[src/hdl/dstm_pkg.sv]
// ============================================================================
// dstm_pkg
// Shared types and constants of the drum sample trigger mixer: command and
// status bundles between controller and datapath, state encoding, codes.
// ============================================================================
package dstm_pkg;

   // defaults for the top-level parameters
   localparam int DEF_TRACKS       = 6;
   localparam int DEF_SAMPLE_DEPTH = 16384;

   // fixed field widths
   localparam int BUTTON_BITS = 6;
   localparam int TRK_FIELD_W = 3;
   localparam int IDX_FIELD_W = 14;
   localparam int SAMPLE_W    = 16;
   localparam int HOLD_W      = 16;
   localparam int LEN_W       = 15;
   localparam int CSR_IDX_W   = 3;
   localparam int CSR_DATA_W  = 16;
   localparam int DAC_W       = 16;

   // tracks that own a length register
   localparam int LEN_REGS = 6;

   // reset value of the debounce threshold
   localparam logic [HOLD_W-1:0] STABLE_RESET = 16'd661;
   localparam logic [HOLD_W-1:0] HOLD_MAX     = 16'hFFFF;

   // mix limits and DAC offset
   localparam int MIX_MIN    = -32768;
   localparam int MIX_MAX    = 32767;
   localparam int DAC_OFFSET = 32768;

   // request command codes
   localparam logic CMD_TICK = 1'b0;
   localparam logic CMD_LOAD = 1'b1;

   // register indexes
   localparam logic [CSR_IDX_W-1:0] REG_STABLE_TICKS  = 3'd0;
   localparam logic [CSR_IDX_W-1:0] REG_LENGTH_TRACK0 = 3'd1;

   typedef enum logic [1:0] {
      ST_IDLE,
      ST_SCAN,
      ST_DRAIN,
      ST_FINISH
   } dstm_state_type;

   // controller -> datapath
   typedef struct packed {
      logic tick_start;   // tick request taken: debounce update, clear mix
      logic load_write;   // load request taken: write sample memory
      logic scan_step;    // visit the track under the cursor
      logic out_load;     // move the clamped mix into the response register
   } dstm_cmd_type;

   // datapath -> controller
   typedef struct packed {
      logic scan_last;    // cursor on the last track
      logic out_full;     // response register holds a result
   } dstm_status_type;

endpackage

[src/hdl/dstm_ctrl.sv]
// ============================================================================
// dstm_ctrl
// Sequencer: takes requests, steps the track scan, drains the read pipe and
// hands the mix to the response register.
// ============================================================================
module dstm_ctrl
   import dstm_pkg::*;
(
   input  logic            clock,
   input  logic            reset,
   input  logic            req_valid,
   input  logic            req_command,
   output logic            req_stall,
   input  logic            rsp_stall,
   input  dstm_status_type status,
   output dstm_cmd_type    cmd
);

   dstm_state_type state_ff, state_in;

   logic slot_free;
   logic take;
   logic accept;

   always_ff @(posedge clock) begin
      if (reset) begin
         state_ff <= ST_IDLE;
      end else begin
         state_ff <= state_in;
      end
   end

   always_comb begin
      slot_free = !status.out_full || !rsp_stall;
      take      = (state_ff == ST_IDLE) || ((state_ff == ST_FINISH) && slot_free);
      req_stall = !take;
      accept    = req_valid && take;

      cmd            = '0;
      cmd.tick_start = accept && (req_command == CMD_TICK);
      cmd.load_write = accept && (req_command == CMD_LOAD);
      state_in       = state_ff;

      unique case (state_ff)
         ST_IDLE: begin
            if (cmd.tick_start) begin
               state_in = ST_SCAN;
            end
         end
         ST_SCAN: begin
            cmd.scan_step = 1'b1;
            if (status.scan_last) begin
               state_in = ST_DRAIN;
            end
         end
         ST_DRAIN: begin
            state_in = ST_FINISH;
         end
         ST_FINISH: begin
            if (slot_free) begin
               cmd.out_load = 1'b1;
               state_in     = cmd.tick_start ? ST_SCAN : ST_IDLE;
            end
         end
         default: begin
            state_in = ST_IDLE;
         end
      endcase
   end

   a_scan_ends: assert property (@(posedge clock) disable iff (reset)
      (state_ff == ST_SCAN) && status.scan_last |=> (state_ff == ST_DRAIN))
      else $error("scan did not hand over to drain");

endmodule

[config.mk]
export PLATFORM = sky130hd
export DESIGN_NAME = dstm_ctrl
export DESIGN_NICKNAME = d
export VERILOG_FILES = /design/src/hdl/dstm_pkg.sv /design/src/hdl/dstm_ctrl.sv
export SDC_FILE = /design/constraint.sdc
export NUM_CORES = 1
export LEC_CHECK = 0
export BUFFER_PORTS_ARGS = -buffer_cell sky130_fd_sc_hd__buf_2
export CORE_AREA = 2 2 39 41
export CTS_BUF_LIST = sky130_fd_sc_hd__clkbuf_8 sky130_fd_sc_hd__clkbuf_16
export CTS_CLUSTER_DIAMETER = 100
export DETAILED_ROUTE_END_ITERATION = 10
export DIE_AREA = 0 0 41 43
export SLEW_MARGIN = 0
export SYNTH_ARGS = -nofsm -noshare
export SYNTH_HDL_FRONTEND = slang
export SYNTH_SLANG_ARGS = --single-unit
export TNS_END_PERCENT = 20
[constraint.sdc]
create_clock -name clock -period 1.6 [get_ports clock]
set_input_delay 0.32 -clock clock [delete_from_list [all_inputs] [get_ports clock]]
set_output_delay 0.32 -clock clock [all_outputs]
set_load 0.005 [all_outputs]
* Word-level counts from Yosys, hierarchy flattened
Index checks and enable logic that the tools add are counted.
Cells by class: reductions and logical operators 11, mux-type cells 8, equal/unequal tests 6, bitwise gates (word level) 1
Operator list (number):
- $pmux 2 s4 | 1
- $mux 2 | 3
- $ne 2x2->1 const B | 3
- $eq 2x2->1 const B | 2
- $logic_and 1x1->1 | 4
- $mux 1 | 4
- $logic_not 1->1 | 3
- $reduce_and 3->1 | 1
- $eq 2x1->1 const B | 1
- $logic_not 2->1 | 1
- $logic_or 1x1->1 | 2
- $not 1->1 | 1
Word-level totals: logic and storage cells 27, register bits 2

* Logic depth before layout (Yosys ltp)
depth in word-level cells 9, gate-level depth with buffers 6, depth with buffers taken out 6

* Worst setup path before layout
Ideal clock, no wire load.
kind register to output, from register state_ff[1], to output port cmd[3] (netlist name), stages on the path, launching flop included 5, arrival 0.973 ns, path slack 0.307 ns, cells stage by stage dfxtp_1 ha_1 a21boi_1 nor2_1 nor2b_1
RTL lines:
- start: declaration | line dstm_ctrl.sv:19 | dstm_state_type state_ff, state_in;
- start signal: assignment | line dstm_ctrl.sv:29 | state_ff <= state_in;
- end: declaration | line dstm_ctrl.sv:16 | output dstm_cmd_type cmd

==> results.txt <==
The largest fanout on the critical path is 4. The share of the cycle needed by the critical path after routing was 94.3%; the global-route congestion overflow total was 0. During I/O placement, the number of pins put on the boundary was 12. The congestion estimate from routability-driven global placement came to 0.634. The flow ran to the end, and the final reports show no timing, DRC or antenna violations. The run gives 2 as the maximum clock insertion buffer count.

Yosys mapped the design onto 16 distinct sky130hd cell types. The average size of a mapped cell is 8.21 um^2. In the final layout, the share of cells above drive strength 1 is 62.2%.

STA puts the critical path data required time at 1.28 ns. The flop and latch count out of synthesis works out to 2. Setup slack on the critical path of the routed design comes to 0.0905 ns. Count of maximum capacitance violations: 0. Average wire per standard cell: 7.96 um. Critical path class: reg -> out.

For the HPWL after detailed placement, the log shows 361 um. TritonCTS built the clock tree. The first global-routing pass estimated 690 um of wire.

In this run the cell area measured after placement is 264 um^2. In this run the power density over the cells is 1570 nW/um^2. In this design, the stage delay of the slowest critical-path cell is 0.33 ns.

The cell type of the slowest stage on the worst timing path was sky130_fd_sc_hd__dfxtp_2. The worst slew margin relative to its limit is 84.7%. Data on the critical path arrives at its endpoint at 1.19 ns. Final hold analysis gives a worst-case slack of 0.292 ns. For the highest achievable clock rate, the log shows 0.662 GHz.

The worst setup path is captured at an output pin. Dividing the detail-routed via count by the number of cells gives 3.87. Grouping stages by cell kind, the critical path spends the most delay in flip-flops.

The clock period minus final worst setup slack was 1.51 ns. The vertical extent of the die was 43 um; the net count after synthesis was 33. The tools report the remaining routing DRC violations as 0. The number of CTS-inserted buffers came out at 3. The worst min-delay path class was in -> reg.

In this run the remaining antenna-violating nets after routing total 0. The number of flip-flops under the largest register name was 2; the number of antenna violations at the first check in global routing was 0. Traced cell by cell, the critical path runs through ha_2, a21boi_4, nor2_2, nor2b_1, buf_2.

Setup total negative slack on the finished layout was measured at 0 ns. Entering global routing, the biggest net connects 5 pins. The share of the synthesized area in the top cell type is 21.2%, and the port buffer count is 11. VDD sags by at most 337 uV. For the pin with the worst max-slew slack, the measured transition is 0.227 ns. From synthesis to final layout, the design area changed by 72.8%. After Yosys synthesis, XOR and XNOR cells account for 0% of the synthesized area. The clock root buffer is sky130_fd_sc_hd__clkbuf_8.

For the total number of nets in the final design, the log shows 49. For the all-layer global routing usage, the log shows 6.40%. The fraction of synthesized area in multiplexers works out to 5.30%. Dominant cell type by area after synthesis: sky130_fd_sc_hd__dfxtp_1. The combined area of all synthesized cells was 189 um^2. Ranked by total cell area, the synthesized netlist is headed by sky130_fd_sc_hd__dfxtp_1 (21%), sky130_fd_sc_hd__ha_1 (20%), sky130_fd_sc_hd__o221ai_2 (7.9%).

After clock tree synthesis, the clock-pin slew on the worst setup and hold paths is 0.03 ns. The count of routing violations after the opening detailed-route iteration is 1. The largest registers in the layout are state_ff: 2 flops. Of the total synthesized cell area, the portion taken by full adders, half adders and majority gates is 19.9%.

More flip-flops sit in one register than any other, and that register is state_ff. Finished layout cell area: 327 um^2. The number of buffers and inverters on the critical path is 1, and the via count of the first global-routing pass is 202. The run gives 0.00142 ns as the final clock skew. The post-synthesis cell count was 23. The logs give 0.199 ns for the pre-CTS setup slack and 0.512 mW for the overall power of the completed layout. The total clock sinks was 2. Summed over all layers, the routed wires come to 422 um. By area, the combinational part of the netlist is dominated by simple AND/OR/NAND/NOR gates. Sequential element share of the synthesized area: 21.2%. The logs give 1 for the H-tree depth reported by CTS and 14 for the placement row count. Setup violations remaining at the end of the flow were counted as 0. The total number of vias is 205, and the later-pin clock latency in the skew report is 0.21 ns. The run gives 0 as the number of hold violations in the final report.

After floorplanning, the core was sized to cover 1380 um^2. In this run the static leakage power is 0.157 nW. The initial core utilization was 13.7%; the complex-gate fraction of the synthesized area was 21.2%. STA classifies the critical path startpoint as a flop.

The final antenna diode count is 0, and the die outline width is 41 um. The floorplan step defined a die boundary enclosing 1760 um^2. Count of pins over their slew limit: 0. The pre-antenna-repair detailed-routing pass consisted of 2 iterations. The synthesized netlist devotes 24.5% of its cell area to simple gates.

For the count of synthesis-stage warnings from yosys, the log shows 0.
-- synthesized netlist by cell type --
cell type                  n
sky130_fd_sc_hd__ha_1      3
sky130_fd_sc_hd__nor2_1    3
sky130_fd_sc_hd__a21oi_1   2
sky130_fd_sc_hd__dfxtp_1   2
sky130_fd_sc_hd__inv_1     2
sky130_fd_sc_hd__a21boi_1  1
sky130_fd_sc_hd__clkinv_1  1
sky130_fd_sc_hd__inv_2     1
sky130_fd_sc_hd__mux2i_1   1
sky130_fd_sc_hd__nand2_1   1
sky130_fd_sc_hd__nand3_1   1
sky130_fd_sc_hd__nor2b_1   1
sky130_fd_sc_hd__nor2b_4   1
sky130_fd_sc_hd__o221ai_2  1
sky130_fd_sc_hd__o31ai_1   1
sky130_fd_sc_hd__or3_1     1
-- per-layer routing --
layer  vias to the layer above  part of all wire (%)  track usage [%]
met2                         7                    52             9.69
met1                        93                    36             4.76
met4                         0                     0             6.00
met5                         -                     0                0
li1                        105                     -                -
met3                         0                    12             4.71
-- kinds of logic (layout without fill, tap and decap cells) --
group	Yosys count	after routing
simple gates	8	8
fa+ha+maj	3	3
flops	2	2
buf+inv	4	18
compound gates	5	5
mux	1	1
-- metrics by stage --
step,instances,utilization [%]
final,53,23.6
after global routing,53,23.6
after CTS,53,22.5
after detailed placement,50,19.1
after global placement,50,19.1
after floorplan,23,-
-- layout by cell type, fill, tap and decap left out --
cell type | Yosys | layout
sky130_fd_sc_hd__mux2i_1 | 1 | 1
sky130_fd_sc_hd__nor2b_4 | 1 | 1
sky130_fd_sc_hd__nor2b_1 | 1 | 1
sky130_fd_sc_hd__o31ai_1 | 1 | 1
sky130_fd_sc_hd__dfxtp_2 | 0 | 2
sky130_fd_sc_hd__clkbuf_8 | 0 | 3
sky130_fd_sc_hd__o221ai_2 | 1 | 1
sky130_fd_sc_hd__nand2_1 | 1 | 1
sky130_fd_sc_hd__a21boi_4 | 0 | 1
sky130_fd_sc_hd__inv_2 | 1 | 1
sky130_fd_sc_hd__nor2_2 | 0 | 1
sky130_fd_sc_hd__nor2_1 | 3 | 2
sky130_fd_sc_hd__or3_1 | 1 | 1
sky130_fd_sc_hd__inv_1 | 2 | 2
sky130_fd_sc_hd__ha_2 | 0 | 2
sky130_fd_sc_hd__clkinv_1 | 1 | 1
sky130_fd_sc_hd__buf_2 | 0 | 11
sky130_fd_sc_hd__ha_1 | 3 | 1
sky130_fd_sc_hd__a21oi_1 | 2 | 2
sky130_fd_sc_hd__nand3_1 | 1 | 1
-- worst register-to-register path: stages (launching register included) --
cell	delay (ns)
sky130_fd_sc_hd__dfxtp_2	0.33
sky130_fd_sc_hd__inv_1	0.07
sky130_fd_sc_hd__ha_2	0.21
sky130_fd_sc_hd__inv_2	0.05
sky130_fd_sc_hd__o221ai_2	0.10
sky130_fd_sc_hd__or3_1	0.35
sky130_fd_sc_hd__o31ai_1	0.08
-- layout make-up --
class / instances / area, um^2
fillers: 156 / 1060
clock buffers: 3 / 41.3
multi-input cells: 17 / 153
well taps: 16 / 20.0
flip-flops and latches: 2 / 42.5
repair buffers: 11 / 55.1
inverters: 4 / 15.0
-- worst paths after layout --
path | from | endpoint | slack (ns) | depth (start not counted)
worst max-delay path | state_ff[1] | cmd[3] | 0.09 | 5
worst min-delay path | reset | state_ff[1] | 0.29 | 2
worst max register to register | state_ff[0] | state_ff[0] | 0.31 | 6
worst min register to register | state_ff[1] | state_ff[1] | 0.53 | 2
-- what timing repair did --
| action | in CTS | in global routing |
|---|---|---|
| pin swaps | 0 | 0 |
| hold buffers | 0 | 0 |
| endpoints found under the hold margin | 0 | 0 |
| endpoints found under the setup margin | 2 | 2 |
| buffers inserted | 0 | 0 |
| gates resized for setup | 2 | 5 |
-- power breakdown --
group          internal, mW  switching [mW]  total (mW)
registers            0.0729          0.0157      0.0885
clock network         0.159          0.0384       0.197
logic                 0.112           0.114       0.226
Power figures use the tool's default switching activity.
